`src/hdl/sfv_pkg.sv`:
```
// Shared widths, register indexes and sideband types for the spring force pipeline.
package sfv_pkg;

	localparam int U_W        = 34;  // magnitude of one separation component
	localparam int H_W        = 17;  // half of a magnitude, for split products
	localparam int SQ_W       = 68;  // sum of three squares
	localparam int RAD_W      = 72;  // radicand padded to whole digit pairs
	localparam int ROOT_W     = 36;
	localparam int REM_SQ_W   = 38;
	localparam int SQRT_STEPS = 36;
	localparam int LEN_W      = 35;
	localparam int K_W        = 31;
	localparam int P_W        = 69;  // magnitude times stretch
	localparam int C_W        = 23;  // chunk of P_W for the stiffness product
	localparam int NUM_W      = 100;
	localparam int Q_W        = 32;
	localparam int DIV_STEPS  = 32;

	typedef enum logic [3:0] {
		REG_END_A_X,
		REG_END_A_Y,
		REG_END_A_Z,
		REG_END_B_X,
		REG_END_B_Y,
		REG_END_B_Z,
		REG_STIFFNESS,
		REG_REST_LENGTH
	} cfg_reg_t;

	typedef struct packed {
		logic [2:0][U_W-1:0] mag;
		logic [2:0]          sgn;
	} sfv_vec_t;

	typedef struct packed {
		logic       zero;
		logic [2:0] neg;
		logic [2:0] ovf;
	} sfv_flags_t;

endpackage

```
`src/hdl/sfv_sqrt_cell.sv`:
```
// One digit-pair step of the integer square root chain.
module sfv_sqrt_cell (
	input  logic                          clk,
	input  logic [sfv_pkg::REM_SQ_W-1:0]  rem_in,
	input  logic [sfv_pkg::ROOT_W-1:0]    root_in,
	input  logic [sfv_pkg::RAD_W-1:0]     rad_in,
	output logic [sfv_pkg::REM_SQ_W-1:0]  rem_q,
	output logic [sfv_pkg::ROOT_W-1:0]    root_q,
	output logic [sfv_pkg::RAD_W-1:0]     rad_q
);
	import sfv_pkg::*;

	logic [REM_SQ_W-1:0] r2;
	logic [REM_SQ_W-1:0] trial;
	logic                ge;

	always_comb begin
		r2    = {rem_in[REM_SQ_W-3:0], rad_in[RAD_W-1 -: 2]};
		trial = {root_in, 2'b01};
		ge    = (r2 >= trial);
	end

	always_ff @(posedge clk) begin
		rem_q  <= ge ? (r2 - trial) : r2;
		root_q <= {root_in[ROOT_W-2:0], ge};
		rad_q  <= {rad_in[RAD_W-3:0], 2'b00};
	end

endmodule

```
`config.mk`:
```
export PLATFORM = sky130hd
export DESIGN_NAME = sfv_sqrt_cell
export DESIGN_NICKNAME = d
export VERILOG_FILES = /design/src/hdl/sfv_pkg.sv /design/src/hdl/sfv_sqrt_cell.sv
export SDC_FILE = /design/constraint.sdc
export NUM_CORES = 1
export LEC_CHECK = 0
export ABC_AREA = 1
export BUFFER_PORTS_ARGS = -buffer_cell sky130_fd_sc_hd__buf_2
export CAP_MARGIN = 20
export CORE_MARGIN = 8
export CORE_UTILIZATION = 43
export DETAILED_ROUTE_END_ITERATION = 7
export GPL_TIMING_DRIVEN = 0
export PLACE_DENSITY = 0.76
export RECOVER_POWER = 50
export SLEW_MARGIN = 20
export SYNTH_ARGS = -nofsm -noshare
export SYNTH_HDL_FRONTEND = slang
export SYNTH_SLANG_ARGS = --single-unit
```
`constraint.sdc`:
```
create_clock -name clk -period 1.6 [get_ports clk]
set_input_delay 0.08 -clock clk [delete_from_list [all_inputs] [get_ports clk]]
set_output_delay 0.08 -clock clk [all_outputs]
set_load 0.005 [all_outputs]
```
==> summary.md, run 1 <==
| Metric | Value |
|---|---|
| Power Density | `~970 nW/um^2` |
| Buf/Inv on CP | `5` |
| CP max stage delay | `about 0.3 ns` |
| Finished Cell Area | `10,800 sq um` |
| Sink Count | `144` |
| Final Total Pwr | `10.5 mW` |
| Ys Warns | `0` |
| Register area share after synthesis | `42.5%` |
| Via Count | `7,356` |
| Routed Antenna Nets | `0` |
| Register area | `2880 sq um` |
| Setup CP Type | `in2reg` |
| Core Region | `approximately 16,000 sq um` |
| Net Sw Frac | `30.8%` |
| # fillers | `approximately 1,300` |
| Total grt overflow | `0` |
| Crit start category | `input port` |
| RSZ-0062 raised after global routing | `yes` |
| Syn Std Cell Area | `6790 sq um` |
| H-tree depth | `4` |
| Total wire length | `26,400 microns` |
| CTS tree | `yes` |
| Most common cell after layout, fill and taps aside | `nand2_1` |
| Root Buffer | `clkbuf_16` |
| Worst-path maximum fanout | `10` |
| Cell leakage power | `approximately 5.7 nW` |
| FMAX | `649 MHz` |
| # diodes | `0` |
| Largest net degree at the start of global routing | `17` |
| DP Area | `8500 sq um` |
| Post-Syn Instances | `910` |
| Die H | `142 microns` |
| Psw | `3.22 mW` |
| Cell family with most CP delay | `simple AND/OR/NAND/NOR gates` |
| Final Hold Vio Count | `1` |
| Layout cells sized above 1 | `30.0%` |
| CTS clk-pin slew, worst paths | `0.07 ns` |
| Multi-input logic area | `around 3500 sq um` |
| IO buf count | `288` |
| Vias in the first global route | `around 7,700` |
| Starting density of the core | `between 40% and 50%` |
| Gpl congestion | `0.922` |
| FP Rows | `46` |
| Initial DRC Count | `339` |
| Critical-path cell list | `clkbuf_1 > inv_1 > ha_4 > nand2_2 > inv_2 > nand2_2 > nor3_4 > buf_4 > nand4_2 > nand4_4 > buf_6 > nand3_1 > nand2_1` |
| Failing checks | `hold timing` |
| Sequential share of power | `38.2%` |
| VDD IR-drop max | `0.000641 V` |
| Commonest cells after routing, fill and taps aside | `nand2_1, buf_2, inv_1` |
| Status | `complete, but fails checks` |
| Hold Crit Class | `in2reg` |
| Fin crit period | `~1.5 ns` |
| Synthesized flop and latch total | `~140` |
| Post-DP HPWL | `about 19,000 microns` |
| First-pass GRT wire length | `40,400 microns` |
| Syn avg cell area | `7.46 sq um` |
| Worst hold slack | `-0.0307 ns` |
| Nets | `1,551` |
| Crit end category | `register` |
| Die area | `20,100 sq um` |
| Area added between synthesis and finish | `59.0%` |
| Drt drc | `0` |
| Yosys cell types | `33` |
| Power share of the clock group | `37.4%` |
| Slew Viols, Final | `0` |
| Gr usage total | `25.8%` |
| CTS Buf Count | `17` |
| I/O pins | `293` |
| Initial antenna violation count | `0` |
| Max cap viols | `0` |
| Vias per cell | `4.61` |
| Worst Path Required | `roughly 2.0 ns` |
| CP max stage cell | `ha_4` |
| Most common cell on crit path | `nand2_2` |
| Logic gate share of total power | `24.4%` |
| Die width | `about 140 microns` |
| Drt first pass iters | `5` |
| Final Setup Violations | `0` |
| Avg WL per Cell | `16.6 microns` |
| Crit path DAT | `about 1.9 ns` |
| Int Pwr | `7.23 mW` |
| CTS Buffer Depth | `2` |
| Period utilization | `a little over nine tenths` |
## metrics by stage
stage / instances / worst slack [ns] / setup TNS (ns) / util [%]
global route: 1594 / -0.0355 / -0.384 / 68.9
CTS: 1588 / 0.0153 / 0 / 67.1
floorplan: 911 / 0.0299 / 0 / -
finish: 1594 / 0.0581 / 0 / 68.9
global placement: 1415 / -0.495 / -14.93 / 54.3
detailed placement: 1415 / -0.507 / -15.35 / 54.3
## layer usage
layer | up-vias | part of all wire, % | track usage (%)
met5 | - | 0 | 0
met4 | 0 | 3.8 | 10.6
met3 | 58 | 6.8 | 6.28
met2 | 304 | 50 | 47.0
met1 | 3301 | 39 | 28.0
li1 | 3693 | - | -
## cell families after synthesis
logic type      Yosys count  synth area share [%]
compound gates           39                  3.10
xor+xnor                 19                  2.45
fa+ha+maj                38                  7.01
buf+inv                 165                  10.8
flops                   144                  42.5
other cells               1                0.0553
simple gates            504                  34.1
## synthesized netlist by cell type
cell / n / area [sq um]
nor3_2: 2 / 20.0
nand2_4: 1 / 11.3
dfxtp_1: 144 / 2880
a21o_1: 1 / 7.51
ha_1: 38 / 475
buf_12: 2 / 40.0
nor3_1: 5 / 25.0
nand3b_1: 9 / 67.6
nand4_1: 3 / 18.8
nor2_2: 9 / 56.3
xor2_1: 17 / 149
and3_1: 1 / 6.26
o21bai_1: 2 / 15.0
buf_4: 2 / 15.0
conb_1: 1 / 3.75
xnor2_1: 2 / 17.5
buf_8: 1 / 15.0
nand3_2: 31 / 310
nand4_4: 1 / 21.3
inv_2: 4 / 15.0
nand3_1: 52 / 260
o21ai_1: 1 / 5.00
o21ai_0: 8 / 40.0
a21oi_1: 25 / 125
buf_6: 8 / 90.1
nor2_4: 3 / 33.8
nand4_2: 1 / 12.5
inv_1: 147 / 552
nor2_1: 66 / 248
a21oi_2: 2 / 17.5
clkinv_1: 1 / 3.75
nand2_1: 310 / 1160
nand2_2: 10 / 62.6
## power groups by stage
stage | clock network, mW | logic, mW | registers [mW]
after floorplan | 0 | 1.17 | 4.12
after global placement | 0 | 2.09 | 4.04
after detailed placement | 0 | 2.12 | 4.05
after CTS | 3.93 | 2.41 | 3.97
after global routing | 4.13 | 2.80 | 4.02
final | 3.91 | 2.55 | 4.00
## final timing paths
| path | from | to | depth (start not counted) |
|---|---|---|---|
| hold / removal | rad_in[70] | rem_q[0] | 4 |
| setup / recovery | root_in[11] | rem_q[25] | 13 |
## sequential cells by signal (all words and copies together) (netlist names)
name,cells
rem_q,38
root_q,36
rad_q,70
## what timing repair did
item                                    4_1_cts  5_1_grt
gates resized for setup                       2       68
pin swaps                                     0       10
hold buffers                                142        1
hold endpoints to repair                    143        1
endpoints found under the setup margin        2       38
setup buffers                                 0        5
## cell type report
class                   count  area share, %
clock inverters            14           1.35
clock buffers              17           3.94
inverters                 152           5.29
well taps                 216           2.50
repair buffers            436           26.5
multi-input cells         602           32.0
flip-flops and latches    144           26.7
plain buffers              13           1.68
Power figures use the tool's default switching activity.
==> run 2, diff against run 1 <==
==> constraint.sdc (replaced) <==
create_clock -name clk -period 1.6 [get_ports clk]
set_input_delay 0.4 -clock clk [delete_from_list [all_inputs] [get_ports clk]]
set_output_delay 0.4 -clock clk [all_outputs]
set_load 0.005 [all_outputs]
==> run 2 against run 1 <==
Effect of this change:
- the run ends with setup timing left
- critical path type unchanged
- clock power about the same
- sequential share of layout area decreased by 0.79 points
- critical path depth increased by 1
- highest routed layer unchanged
- design area increased by 3.0%
- hold slack improved by 0.11 ns
==> summary.md, run 2 (synthesized netlist as in run 1, its figures left out) <==
| Metric | Value |
|---|---|
| Reg with most FFs | `rad_q (unchanged)` |
| Final Total Pwr | `11.0 mW (was 10.5 mW)` |
| DP Cell Count | `1,415 (unchanged)` |
| Status | `complete, but fails checks (unchanged)` |
| Avg WL per Cell | `17.2 microns (was 16.6 microns)` |
| Routed Antenna Nets | `0 (unchanged)` |
| CTS Buffer Depth | `2 (unchanged)` |
| Total wire length | `25,900 microns (was 26,400 microns)` |
| Crit end category | `register (unchanged)` |
| Register area | `2880 sq um (unchanged)` |
| Starting density of the core | `43.4% (unchanged)` |
| Cell leakage power | `5.79 nW (was 5.72 nW)` |
| Setup CP Type | `in2reg (unchanged)` |
| Hold Crit Class | `in2reg (unchanged)` |
| Gr usage total | `23.9% (was 25.8%)` |
| Vias in the first global route | `7,126 (was 7,738)` |
| RSZ-0062 raised after global routing | `yes (unchanged)` |
| Drt first pass iters | `5 (unchanged)` |
| Period utilization | `110% (was 96.4%)` |
| Max cap viols | `0 (unchanged)` |
| Worst hold path depth | `1 (was 4)` |
| Slew Viols, Final | `0 (unchanged)` |
| Area added between synthesis and finish | `63.8% (was 59.0%)` |
| I/O pins | `293 (unchanged)` |
| CTS tree | `yes (unchanged)` |
| CTS clk-pin slew, worst paths | `0.06 ns (was 0.07 ns)` |
| Drt drc | `0 (unchanged)` |
| Via Count | `7,195 (was 7,356)` |
| Die area | `20,100 sq um (unchanged)` |
| Die width | `142 microns (unchanged)` |
| Worst-path maximum fanout | `8 (was 10)` |
| Layout cells sized above 1 | `51.3% (was 30.0%)` |
| TNS Setup | `-4.37 ns (was 0 ns)` |
| Initial antenna violation count | `1 (was 0)` |
| First-pass GRT wire length | `37,100 microns (was 40,400 microns)` |
| Largest net degree at the start of global routing | `17 (unchanged)` |
| Fin crit period | `1.77 ns (was 1.54 ns)` |
| Final Hold Vio Count | `0 (was 1)` |
| # diodes | `0 (unchanged)` |
| Most common cell after layout, fill and taps aside | `buf_2 (was nand2_1)` |
| Worst Path Required | `1.91 ns (was 1.96 ns)` |
| VDD IR-drop max | `0.000665 V (was 0.000641 V)` |
| Top flop regs | `rad_q: 70 flops, rem_q: 38 flops, root_q: 36 flops (unchanged)` |
| Root Buffer | `clkbuf_16 (unchanged)` |
| Sink Count | `144 (unchanged)` |
| H-tree depth | `4 (unchanged)` |
| Initial DRC Count | `426 (was 339)` |
| Total grt overflow | `0 (unchanged)` |
| Max FFs per register | `70 (unchanged)` |
| Core Region | `15,700 sq um (unchanged)` |
| Crit path DAT | `2.07 ns (was 1.91 ns)` |
| # fillers | `1,233 (was 1,287)` |
| IO buf count | `288 (unchanged)` |
| Post-Route Utilization | `71.0% (was 68.9%)` |
| FP Rows | `46 (unchanged)` |
| CTS Hold Bufs | `0 (was 142)` |
| Commonest cells after routing, fill and taps aside | `buf_2, nand2_1, dfxtp_1 (was nand2_1, buf_2, inv_1)` |
| FMAX | `566 MHz (was 649 MHz)` |
| Die H | `142 microns (unchanged)` |
| Power Density | `987 nW/um^2 (was 969 nW/um^2)` |
| Gpl congestion | `0.941 (was 0.922)` |
| Crit start category | `input port (unchanged)` |
| Multi-input logic area | `4340 sq um (was 3450 sq um)` |
| Post-DP HPWL | `19,100 microns (was 18,700 microns)` |
| Dpl ws | `-0.784 ns (was -0.507 ns)` |
| Nets | `1,459 (was 1,551)` |
| Final Setup Violations | `39 (was 0)` |
| Failing checks | `setup timing (was hold timing)` |
| Vias per cell | `4.79 (was 4.61)` |
| Filler-free cell count of the finished design | `1,502 (was 1,594)` |
| Setup ws final | `-0.166 ns (was 0.0581 ns)` |
| CTS Buf Count | `17 (unchanged)` |
run 2: cell count changes in the layout (fill, tap and decap cells not counted), sizes merged:
cell,change
clkinv,-1
dlygate4sd3,-143
clkinvlp,+1
buf,+82
nand2,+1
clkbuf,-32
run 2: layout make-up:
type                       count  area share (%)
clock buffer                  17            3.83
tap                          216            2.43
inverter                     152            5.53
buffer                        11            1.76
sequential                   144            25.9
multi-input combinational    603            39.0
timing repair buffer         345            20.2
clock inverter                14            1.29
run 2: final timing paths:
path / end / slack (ns) / from
worst max-delay path: rem_q[2] / -0.17 / root_in[19]
worst min-delay path: rad_q[3] / 0.08 / rad_in[1]
run 2: metrics by stage:
stage / area, sq um / hold WS (ns)
after global placement: 9090 / 0.502
after global routing: 11100 / 0.0564
after detailed placement: 9090 / 0.504
after CTS: 10500 / 0.0611
final: 11100 / 0.0757
after floorplan: 7380 / 0.428
run 2: report_power, final:
part / internal (mW) / total (mW) / switching, mW
combinational: 1.43 / 3.11 / 1.68
sequential: 3.91 / 3.97 / 0.0670
clock: 2.18 / 3.89 / 1.71
run 2: worst max-delay path, cell delays in order:
cell and delay [ns]:
buf_6 0.08, inv_4 0.03, ha_4 0.29, nand2_4 0.07
buf_6 0.12, nor2_4 0.10, nand2_2 0.08, nor2_4 0.16
nand3_2 0.09, and3_4 0.18, buf_12 0.16, buf_12 0.14
nand3_2 0.07, nand2_1 0.07
run 2: per-layer routing:
metal	up-vias	share of wire, %	GRT usage (%)	wire, microns
met5	-	0	0	0
met4	0	2.2	9.50	582
met3	44	7.4	6.42	1920
met2	283	53	45.1	13900
met1	3334	37	24.6	9550
li1	3534	-	-	-
run 2: timing repair:
item / 4_1_cts / 5_1_grt
gates resized for setup: 143 / 114
endpoints found under the setup margin: 38 / 39
cloned: 3 / 8
pin swaps: 44 / 98
setup buffers: 40 / 9
