===== config.mk =====
export PLATFORM = sky130hd
export DESIGN_NAME = sfv_div_cell
export DESIGN_NICKNAME = d
export VERILOG_FILES = /design/src/hdl/sfv_pkg.sv /design/src/hdl/sfv_div_cell.sv
export SDC_FILE = /design/constraint.sdc
export NUM_CORES = 1
export LEC_CHECK = 0
export ABC_CLOCK_PERIOD_IN_PS = 3400
export CORE_UTILIZATION = 45
export CTS_BUF_LIST = sky130_fd_sc_hd__clkbuf_8
export DETAILED_ROUTE_END_ITERATION = 16
export DONT_BUFFER_PORTS = 1
export HOLD_SLACK_MARGIN = 0.1
export PLACE_DENSITY = 0.68
export SLEW_MARGIN = 25
export SYNTH_ARGS = -nofsm -noshare
export SYNTH_HDL_FRONTEND = slang
export SYNTH_SLANG_ARGS = --single-unit

===== constraint.sdc =====
create_clock -name clk -period 3.4 [get_ports clk]
set_input_delay 0.34 -clock clk [delete_from_list [all_inputs] [get_ports clk]]
set_output_delay 0.34 -clock clk [all_outputs]
set_load 0.02 [all_outputs]

===== src/hdl/sfv_pkg.sv =====
// Shared widths, register indexes and sideband types for the spring force pipeline.
package sfv_pkg;

	localparam int U_W        = 34;  // magnitude of one separation component
	localparam int H_W        = 17;  // half of a magnitude, for split products
	localparam int SQ_W       = 68;  // sum of three squares
	localparam int RAD_W      = 72;  // radicand padded to whole digit pairs
	localparam int ROOT_W     = 36;
	localparam int REM_SQ_W   = 38;
	localparam int SQRT_STEPS = 36;
	localparam int LEN_W      = 35;
	localparam int K_W        = 31;
	localparam int P_W        = 69;  // magnitude times stretch
	localparam int C_W        = 23;  // chunk of P_W for the stiffness product
	localparam int NUM_W      = 100;
	localparam int Q_W        = 32;
	localparam int DIV_STEPS  = 32;

	typedef enum logic [3:0] {
		REG_END_A_X,
		REG_END_A_Y,
		REG_END_A_Z,
		REG_END_B_X,
		REG_END_B_Y,
		REG_END_B_Z,
		REG_STIFFNESS,
		REG_REST_LENGTH
	} cfg_reg_t;

	typedef struct packed {
		logic [2:0][U_W-1:0] mag;
		logic [2:0]          sgn;
	} sfv_vec_t;

	typedef struct packed {
		logic       zero;
		logic [2:0] neg;
		logic [2:0] ovf;
	} sfv_flags_t;

endpackage


===== src/hdl/sfv_div_cell.sv =====
// One restoring division step for a single force component.
module sfv_div_cell #(
	parameter int DEN_W = 51
) (
	input  logic                      clk,
	input  logic [DEN_W:0]            rem_in,
	input  logic [sfv_pkg::Q_W-1:0]   quo_in,
	input  logic [sfv_pkg::Q_W-1:0]   low_in,
	input  logic [DEN_W-1:0]          denom,
	output logic [DEN_W:0]            rem_q,
	output logic [sfv_pkg::Q_W-1:0]   quo_q,
	output logic [sfv_pkg::Q_W-1:0]   low_q
);
	import sfv_pkg::*;

	localparam int REM_W = DEN_W + 1;

	logic [REM_W-1:0] r2;
	logic [REM_W-1:0] den_x;
	logic             ge;

	always_comb begin
		r2    = {rem_in[REM_W-2:0], low_in[Q_W-1]};
		den_x = REM_W'(denom);
		ge    = (r2 >= den_x);
	end

	always_ff @(posedge clk) begin
		rem_q <= ge ? (r2 - den_x) : r2;
		quo_q <= {quo_in[Q_W-2:0], ge};
		low_q <= {low_in[Q_W-2:0], 1'b0};
	end

endmodule


==> summary.md, run 1 <==
- 25.0% — overall global routing resource usage
- 5701 — vias post-DR
- 284 — I/O pin count
- 885 — Placed Instances
- 0 — warning count from the yosys run
- 0 — antenna diode instance count
- clkbuf_8 — buffer type at the clock tree root
- 19.8% — fraction of the mapped netlist area in compound gates
- 2 — maximum clock path buffer count
- 0 — number of DRC violations after detailed routing
- 0.886 ns — pin slew with the least headroom to its limit
- 0 — overall overflow remaining after global route
- 20100 µm — detailed-route wire length
- dlygate4sd3_1 — slowest cell on the critical path
- rem_in[50] — source of the worst hold timing path
- 5626 — via count of the first global-routing pass
- 511 mW/mm² — power density of the placed cells
- 28500 µm — global-route wire length before repair
- 1034 — non-filler instance count after layout
- 115 — # clock sinks
- 709 — Post-Syn Instances
- 0 — max-capacitance violation count
- compound AO/OA/AOI/OAI gates — kind of cell adding the most delay to the critical path
- 0.000235 V — Peak supply drop
- 34.6% — Seq/Total Area, Yosys
- 46.0% — effective utilization at floorplan
- 0% — share of flip-flops with an asynchronous set or reset after synthesis
- 12.3% — synthesized-area fraction occupied by and/or/nand/nor cells
- 215 — drt initial violations
- 3.31 ns — post-layout minimum cycle time
- 37 — maximum number of pins on one net before global-route repair
- 0 — final setup violation count
- input port — crit start category
- 1057 — Post-layout nets
- 14800 µm — placed wire-length estimate
- 0.302 GHz — Max Clock Freq
- 11.1% — share of cell area taken by muxes after synthesis
- 97.3% — final cycle utilization of the critical path
- 0.0145 mm² — Floorplan Core Area
- 0.00393 µW — Leakage Power
- built — CTS tree
- 19.4 µm — average routed wire per standard cell
- 27.0% — Area growth syn-to-layout
- 0.855 — Routability Congestion
- 5 — number of optimization iterations in the first detailed-route pass
- flip-flop — nature of the critical path endpoint
- dlygate4sd3_1 > inv_1 > fa_1 > nand2b_1 > a21oi_2 > o211ai_4 > a31oi_4 > a211oi_2 > o211ai_2 > a211oi_2 > o41ai_4 > buf_4 > buf_4 > buf_12 > mux2_4 — cell chain of the critical path
- false — unrepaired setup endpoints after global routing
- finished, final reports clean — result of the run
- 3.64 ns — Arrival @ worst endpoint
- 14.8% — fraction of final layout cells with drive strength greater than 1
- 0.53 ns — Max stage delay on crit path
- dfxtp_1 (115), dlygate4sd3_1 (114), inv_1 (65) — most frequent cells in the layout
- 9.40 µm² — average cell area after synthesis
- 3.73 ns — worst path required time
- 4 — H-Tree Level Count
- 12 — highest fanout seen on the critical path
- 0 — post-detailed-route count of antenna-violating nets
- 5.51 — Via-to-Cell Ratio
- input port to flip-flop — category of the most critical setup path
- 0 — final hold violation count
- 0.00666 mm² — Synth Cell Area
- 929 — nets in the synthesized netlist
- dfxtp_1 — Primary FF master, synth
- 0 — quantity of I/O buffers inserted on ports
- input port to flip-flop — Hold/Removal Path Class
- 9.88% — adder-cell share of the synthesized area
- compound AO/OA/AOI/OAI gates — largest family of logic cells by synthesized area
- 0 — Post-synth EDFFs
- 5 — buffer and inverter count on the worst path
- 0 — final count of pins violating max slew
- 0.0153 mm² — Die Footprint
- 0 — initial antenna violation count
- dfxtp_1 — most common library cell in the layout ignoring fill and taps
- 124 µm — vertical die dimension
- 17 — number of CTS-inserted buffers
- 124 µm — die boundary width
- 1208 — number of fillers in the final layout
- 115 — post-synthesis sequential element count
- 0.09 ns — clock transition at the registers of the reported paths
- 0 ns — total negative setup slack
- 44 — Placement Rows
- 69 — number of library cell types mapped by synthesis
- 40.5% — Slew Limit Headroom
- 5.39% — synthesized-area fraction occupied by xor and xnor cells
- rem_in[0] — source of the critical timing path
flip-flops by register name, summed over array words and instances, names as in the netlist:
signal and count:
low_q 31, rem_q 52, quo_q 32
synth_stat cells, types with 11 or more instances:
master     n  area [µm²]
a21o_1    25         188
a21oi_1   60         300
dfxtp_1  115        2300
ha_1      51         638
inv_1     65         244
mux2_4    43         646
nand2_1   40         150
nand3_1   17        85.1
nand4_1   14        87.6
nor2_1    36         135
nor3_1    14        70.1
o21a_1    12        90.1
o21ai_0   34         170
xnor2_1   30         263
xor2_1    11        96.3
layout make-up:
cell class,instances,area [µm²],share of cell area (%)
clock buffers,17,234,2.77
clock inverters,15,196,2.32
inverters,65,244,2.88
multi-input cells,501,3910,46.2
flip-flops and latches,115,2300,27.2
well taps,184,230,2.72
repair buffers,137,1350,15.9
kinds of logic (layout without fill, tap and decap cells):
family,after synthesis,in the layout
buf+inv,93,234
other cells,1,1
simple gates,162,162
flops,115,115
fa+ha+maj,52,52
compound gates,193,193
mux,52,52
xor+xnor,41,41
through the flow:
step	area [µm²]	utilization (%)	total power, µW	hold slack, ns	setup WS [ns]
CTS	8430	58.2	4320	0.102	0.0820
finish	8460	58.4	4330	0.125	0.0931
global placement	6860	47.4	2810	0.368	0.0208
global route	8460	58.4	4530	0.101	0.00775
floorplan	6670	-	2620	0.368	0.0481
detailed placement	6860	47.4	2820	0.368	-0.0279
final timing paths:
kind / endpoint / cells past startpoint / slack [ns]
worst max-delay path: rem_q[30]$_DFF_P_ / 15 / 0.09
worst min-delay path: rem_q[51]$_DFF_P_ / 2 / 0.12
power by group:
| group | switching (µW) | internal [µW] |
|---|---|---|
| sequential | 303 | 1530 |
| combinational | 520 | 568 |
| clock | 658 | 750 |
| total | 1480 | 2850 |
metal layers:
metal  vias to the layer above  GRT usage, %  share of wire (%)
met2                       246          46.7                 52
met3                        38          6.41                7.3
met1                      2652          25.8                 37
met4                         0          12.1                3.0
li1                       2765             -                  -
met5                         -             0                  0
what timing repair did:
action                                 4_1_cts  5_1_grt
endpoints found under the hold margin      114        0
buffers inserted                             0        2
hold buffers                               114        0
setup endpoints to repair                    0        2
gates resized for setup                      0        1
No activity file was read; power rests on OpenSTA's default activity.
==> run 2, diff against run 1 <==
Settings changed: CORE_UTILIZATION 45 to 53, PLACE_DENSITY 0.68 to 0.77.
==> run 2 against run 1 <==
Against the previous run: setup slack improved by 0.030 ns; utilization is 11 points higher; global-route usage up 5.5 points; routed wire length grew 0.37%; die area fell by 15%; combinational power barely moved; clock-buffer cell count unchanged; clock power decreased by 9.9%; largest cell class unchanged.
==> summary.md, run 2 (synthesis gave the netlist of run 1 again) <==
- 4 — buffer and inverter count on the worst path
- 30 — maximum number of pins on one net before global-route repair
- 14 — highest fanout seen on the critical path
- 55.0% — effective utilization at floorplan
- 52 — max FFs per register
- built — CTS tree
- 0.08 ns — clock transition at the registers of the reported paths
- 0.146 ns — final hold slack
- 114 µm — vertical die dimension
- 0.305 GHz — Max Clock Freq
- 0.00387 µW — Leakage Power
- 2 — maximum clock path buffer count
- 3.60 ns — Arrival @ worst endpoint
- 0 — post-detailed-route count of antenna-violating nets
- 115 — # clock sinks
- 0 — initial antenna violation count
- 2 — number of instances on the worst hold path
- finished, final reports clean — result of the run
- 1047 — Post-layout nets
- dlygate4sd3_1 > inv_1 > fa_2 > nand2b_4 > a21oi_4 > o211ai_4 > a31oi_4 > a211oi_2 > o211ai_2 > a211oi_2 > o41ai_4 > buf_4 > buf_12 > mux2_4 — cell chain of the critical path
- 114 µm — die boundary width
- 960 — number of fillers in the final layout
- 0 — quantity of I/O buffers inserted on ports
- 30.6% — overall global routing resource usage
- 14 — critical path depth in cells
- 0.54 ns — Max stage delay on crit path
- clkbuf_8 — buffer type at the clock tree root
- rem_q[51]$_DFF_P_ — Worst Hold End
- 0 — final hold violation count
- 0 — overall overflow remaining after global route
- input port to flip-flop — Hold/Removal Path Class
- 0.931 ns — pin slew with the least headroom to its limit
- 0.911 — Routability Congestion
- 20100 µm — detailed-route wire length
- dfxtp_1 (115), dlygate4sd3_1 (114), inv_1 (66) — most frequent cells in the layout
- 0 — final count of pins violating max slew
- 13.9% — fraction of final layout cells with drive strength greater than 1
- 3.73 ns — worst path required time
- 503 mW/mm² — power density of the placed cells
- 0.00836 mm² — total non-filler cell area in the finished layout
- rem_in[50] — source of the worst hold timing path
- false — unrepaired setup endpoints after global routing
- input port — crit start category
- 284 — I/O pin count
- 0.124 ns — final critical-path setup slack
- compound AO/OA/AOI/OAI gates — kind of cell adding the most delay to the critical path
- 33.1% — GRT met1 Usage
- 20.0 µm — average routed wire per standard cell
- met2 — busiest grt layer
- 0 — final setup violation count
- input port to flip-flop — category of the most critical setup path
- flip-flop — nature of the critical path endpoint
- dfxtp_1 — most common library cell in the layout ignoring fill and taps
- 30400 µm — global-route wire length before repair
- dlygate4sd3_1 — slowest cell on the critical path
- 3.28 ns — post-layout minimum cycle time
- a211oi_2 — Worst path most repeated cell
- 40 — Placement Rows
- 0 — number of DRC violations after detailed routing
- 5.78 — Via-to-Cell Ratio
- 0.00392 mm² — area occupied by multi-input gates
- 8.15% — M3 GR Usage
- 5 — number of optimization iterations in the first detailed-route pass
- 0.00676 mm² — instance area at placement
- 0.000256 V — Peak supply drop
- 0 — max-capacitance violation count
- 25.4% — Area growth syn-to-layout
- -0.0390 ns — placement-stage worst setup slack
- 0.0130 mm² — Die Footprint
- 14200 µm — placed wire-length estimate
- 55.8% — routing usage on met2
- 5896 — via count of the first global-routing pass
- rem_q x52, quo_q x32, low_q x31 — largest registers ranked by flip-flop count
- 96.4% — final cycle utilization of the critical path
- 4 — H-Tree Level Count
- 5826 — vias post-DR
- 17 — number of CTS-inserted buffers
- 300 — drt initial violations
- rem_q — register containing the most flip-flops in the final layout
- 37.4% — Slew Limit Headroom
- 0 — antenna diode instance count
- 0.00230 mm² — area used by sequential logic in the layout
- 0.0121 mm² — Floorplan Core Area
[run 2: what timing repair did]
action / CTS / global route
setup endpoints to repair: 0 / 48
resized for setup: 0 / 9
hold buffers: 114 / 0
hold endpoints to repair: 114 / 0
setup buffers: 0 / 1
[run 2: per-layer routing]
metal	vias to the layer above	share of wire, %
li1	2740	-
met1	2723	38
met2	309	52
met3	54	6.9
met4	0	3.5
met5	-	0
[run 2: per-stage QoR]
step | instances | total power, µW | setup TNS [ns] | util [%]
6_report | 1008 | 4200 | 0 | 69.0
4_1_cts | 1006 | 4160 | 0 | 68.5
3_3_place_gp | 860 | 2780 | 0 | 55.8
5_1_grt | 1008 | 4390 | 0 | 69.0
2_1_floorplan | 709 | 2620 | 0 | -
3_5_place_dp | 860 | 2800 | -0.346 | 55.8
[run 2: how the worst max path moves through the flow]
stage,from,end
after floorplan,low_in[31],rem_q[10]$_DFF_P_
after global placement,low_in[31],rem_q[36]$_DFF_P_
after detailed placement,low_in[31],rem_q[41]$_DFF_P_
after CTS,rem_in[0],rem_q[41]$_DFF_P_
after global routing,rem_in[0],rem_q[41]$_DFF_P_
final,rem_in[0],rem_q[10]$_DFF_P_
[run 2: layout make-up]
| cell class | count | area share, % |
|---|---|---|
| Clock buffer | 17 | 2.80 |
| Clock inverter | 15 | 1.92 |
| Inverter | 65 | 2.92 |
| Multi-Input combinational cell | 501 | 47.0 |
| Sequential cell | 115 | 27.6 |
| Tap cell | 168 | 2.52 |
| Timing Repair Buffer | 127 | 15.3 |
[run 2: power breakdown]
part	switching [µW]	internal [µW]	total (µW)	leakage (µW)
sequential	314	1530	1840	0.000970
clock	617	657	1270	0.000196
combinational	524	562	1090	0.00270
total	1460	2750	4200	0.00387
==> run 3, diff against run 2 <==
Settings changed: ABC_CLOCK_PERIOD_IN_PS 3400 to 3200, PLACE_DENSITY 0.77 to 0.74.
Clock period 3.4 ns to 3.2 ns, I/O delays scaled along.
==> run 3 against run 2 <==
Against the previous run: via count decreased by 0.12%; die area is the same; critical endpoint is now rem_q[51]$_DFF_P_; utilization rose by 1.1 points; highest routed layer unchanged; setup slack improved by 0.12 ns.
==> summary.md, run 3 (synthesis gave the netlist of run 1 again) <==
- finished, final reports clean — result of the run
- rem_q x52, quo_q x32, low_q x31 — largest registers ranked by flip-flop count
- 0.00396 µW — Leakage Power
- 0 — post-CTS setup buffers
- 0.155 ns — final hold slack
- denom[0] — source of the worst hold timing path
- 0 — post-detailed-route count of antenna-violating nets
- 0 — initial antenna violation count
- 8 — number of optimization iterations in the first detailed-route pass
- 19700 µm — detailed-route wire length
- rem_q[0]$_DFF_P_ — Worst Hold End
- 0.338 GHz — Max Clock Freq
- input port — crit start category
- clkbuf_8 — buffer type at the clock tree root
- dfxtp_1 (115), dlygate4sd3_1 (114), inv_1 (65) — most frequent cells in the layout
- 6 — highest fanout seen on the critical path
- 3.29 ns — Arrival @ worst endpoint
- 19.1 µm — average routed wire per standard cell
- 0 — final count of pins violating max slew
- rem_q — register containing the most flip-flops in the final layout
- 517 mW/mm² — power density of the placed cells
- 16.4% — fraction of final layout cells with drive strength greater than 1
- 29600 µm — global-route wire length before repair
- 36.0% — Slew Limit Headroom
- 284 — I/O pin count
- 0 — quantity of I/O buffers inserted on ports
- 115 — # clock sinks
- 52 — max FFs per register
- 0 — number of DRC violations after detailed routing
- 114 µm — die boundary width
- input port to flip-flop — category of the most critical setup path
- 27.5% — Area growth syn-to-layout
- 114 — hold buffer count at CTS
- 2 — number of instances on the worst hold path
- 0.888 — Routability Congestion
- flip-flop — nature of the critical path endpoint
- 17 — number of CTS-inserted buffers
- 0.000225 V — Peak supply drop
- 0 — Resized cells post-CTS
- denom[13] — source of the critical timing path
- 29.9% — overall global routing resource usage
- 0.0130 mm² — Die Footprint
- 55.0% — effective utilization at floorplan
- 92.4% — final cycle utilization of the critical path
- 0.952 ns — pin slew with the least headroom to its limit
- 0.0121 mm² — Floorplan Core Area
- 5811 — via count of the first global-routing pass
- 918 — number of fillers in the final layout
- 5819 — vias post-DR
- 114 µm — vertical die dimension
- 4 — H-Tree Level Count
- 0 — final setup violation count
- 14400 µm — placed wire-length estimate
- 4390 µW — total design power
- 40 — Placement Rows
- input port to flip-flop — Hold/Removal Path Class
- built — CTS tree
- 0 — overall overflow remaining after global route
- 22 — maximum number of pins on one net before global-route repair
- 2 — maximum clock path buffer count
- 5.65 — Via-to-Cell Ratio
- false — unrepaired setup endpoints after global routing
- 0 — final hold violation count
- dfxtp_1 — most common library cell in the layout ignoring fill and taps
- 359 — drt initial violations
- 1069 — Post-layout nets
- 0 — antenna diode instance count
- 3.54 ns — worst path required time
- 0.08 ns — clock transition at the registers of the reported paths
- 0 — max-capacitance violation count
- 2.96 ns — post-layout minimum cycle time
## run 3: cell types whose count changed in the layout (fill, tap and decap cells not counted), sizes merged
cell    change
buf        +23
clkinv      +1
bufinv      -1
clkbuf      -1
## run 3: power breakdown
part	total (µW)	switching, µW	leakage, µW	internal [µW]
combinational	1180	555	0.00280	622
sequential	1950	331	0.000970	1620
clock	1260	642	0.000185	618
total	4390	1530	0.00396	2860
## run 3: per-layer routing
layer	track usage, %	vias to the layer above	wire (µm)
li1	-	2785	-
met1	32.2	2694	7570
met2	54.9	293	10000
met3	7.99	47	1530
met4	13.0	0	550
met5	0	-	0
## run 3: stage by stage
stage | instance area [µm²] | worst slack, ns | setup TNS, ns | std cells | utilization [%]
2_1_floorplan | 6690 | 0.0117 | 0 | 709 | -
3_3_place_gp | 6980 | -0.0837 | -0.217 | 884 | 57.7
3_5_place_dp | 6980 | -0.117 | -1.26 | 884 | 57.7
4_1_cts | 8490 | 0.341 | 0 | 1030 | 70.1
5_1_grt | 8490 | 0.102 | 0 | 1030 | 70.1
6_report | 8490 | 0.243 | 0 | 1030 | 70.1
## run 3: area by class of cell
| type | count | area [µm²] | share of cell area [%] |
|---|---|---|---|
| Clock buffer | 17 | 234 | 2.75 |
| Clock inverter | 15 | 135 | 1.59 |
| Timing Repair Buffer | 149 | 1440 | 17.0 |
| Tap cell | 168 | 210 | 2.47 |
| Sequential cell | 115 | 2300 | 27.1 |
| Multi-Input combinational cell | 501 | 3930 | 46.2 |
| Inverter | 65 | 244 | 2.87 |
## run 3: how the worst max path moves through the flow
stage / endpoint / slack (ns) / cells past startpoint
CTS: rem_q[51]$_DFF_P_ / 0.34 / 12
finish: rem_q[51]$_DFF_P_ / 0.24 / 12
detailed placement: rem_q[51]$_DFF_P_ / -0.12 / 12
global placement: rem_q[51]$_DFF_P_ / -0.08 / 12
global route: rem_q[51]$_DFF_P_ / 0.10 / 12
floorplan: rem_q[10]$_DFF_P_ / 0.01 / 13
## run 3: critical path, cell delays in order
cell,delay [ns]
inv_1,0.03
ha_1,0.31
nand2_2,0.09
o21ai_0,0.32
o2111ai_1,0.17
a21oi_1,0.29
nor4bb_1,0.15
buf_4,0.16
nor3_1,0.77
o211ai_1,0.19
and3_1,0.21
a211o_1,0.28
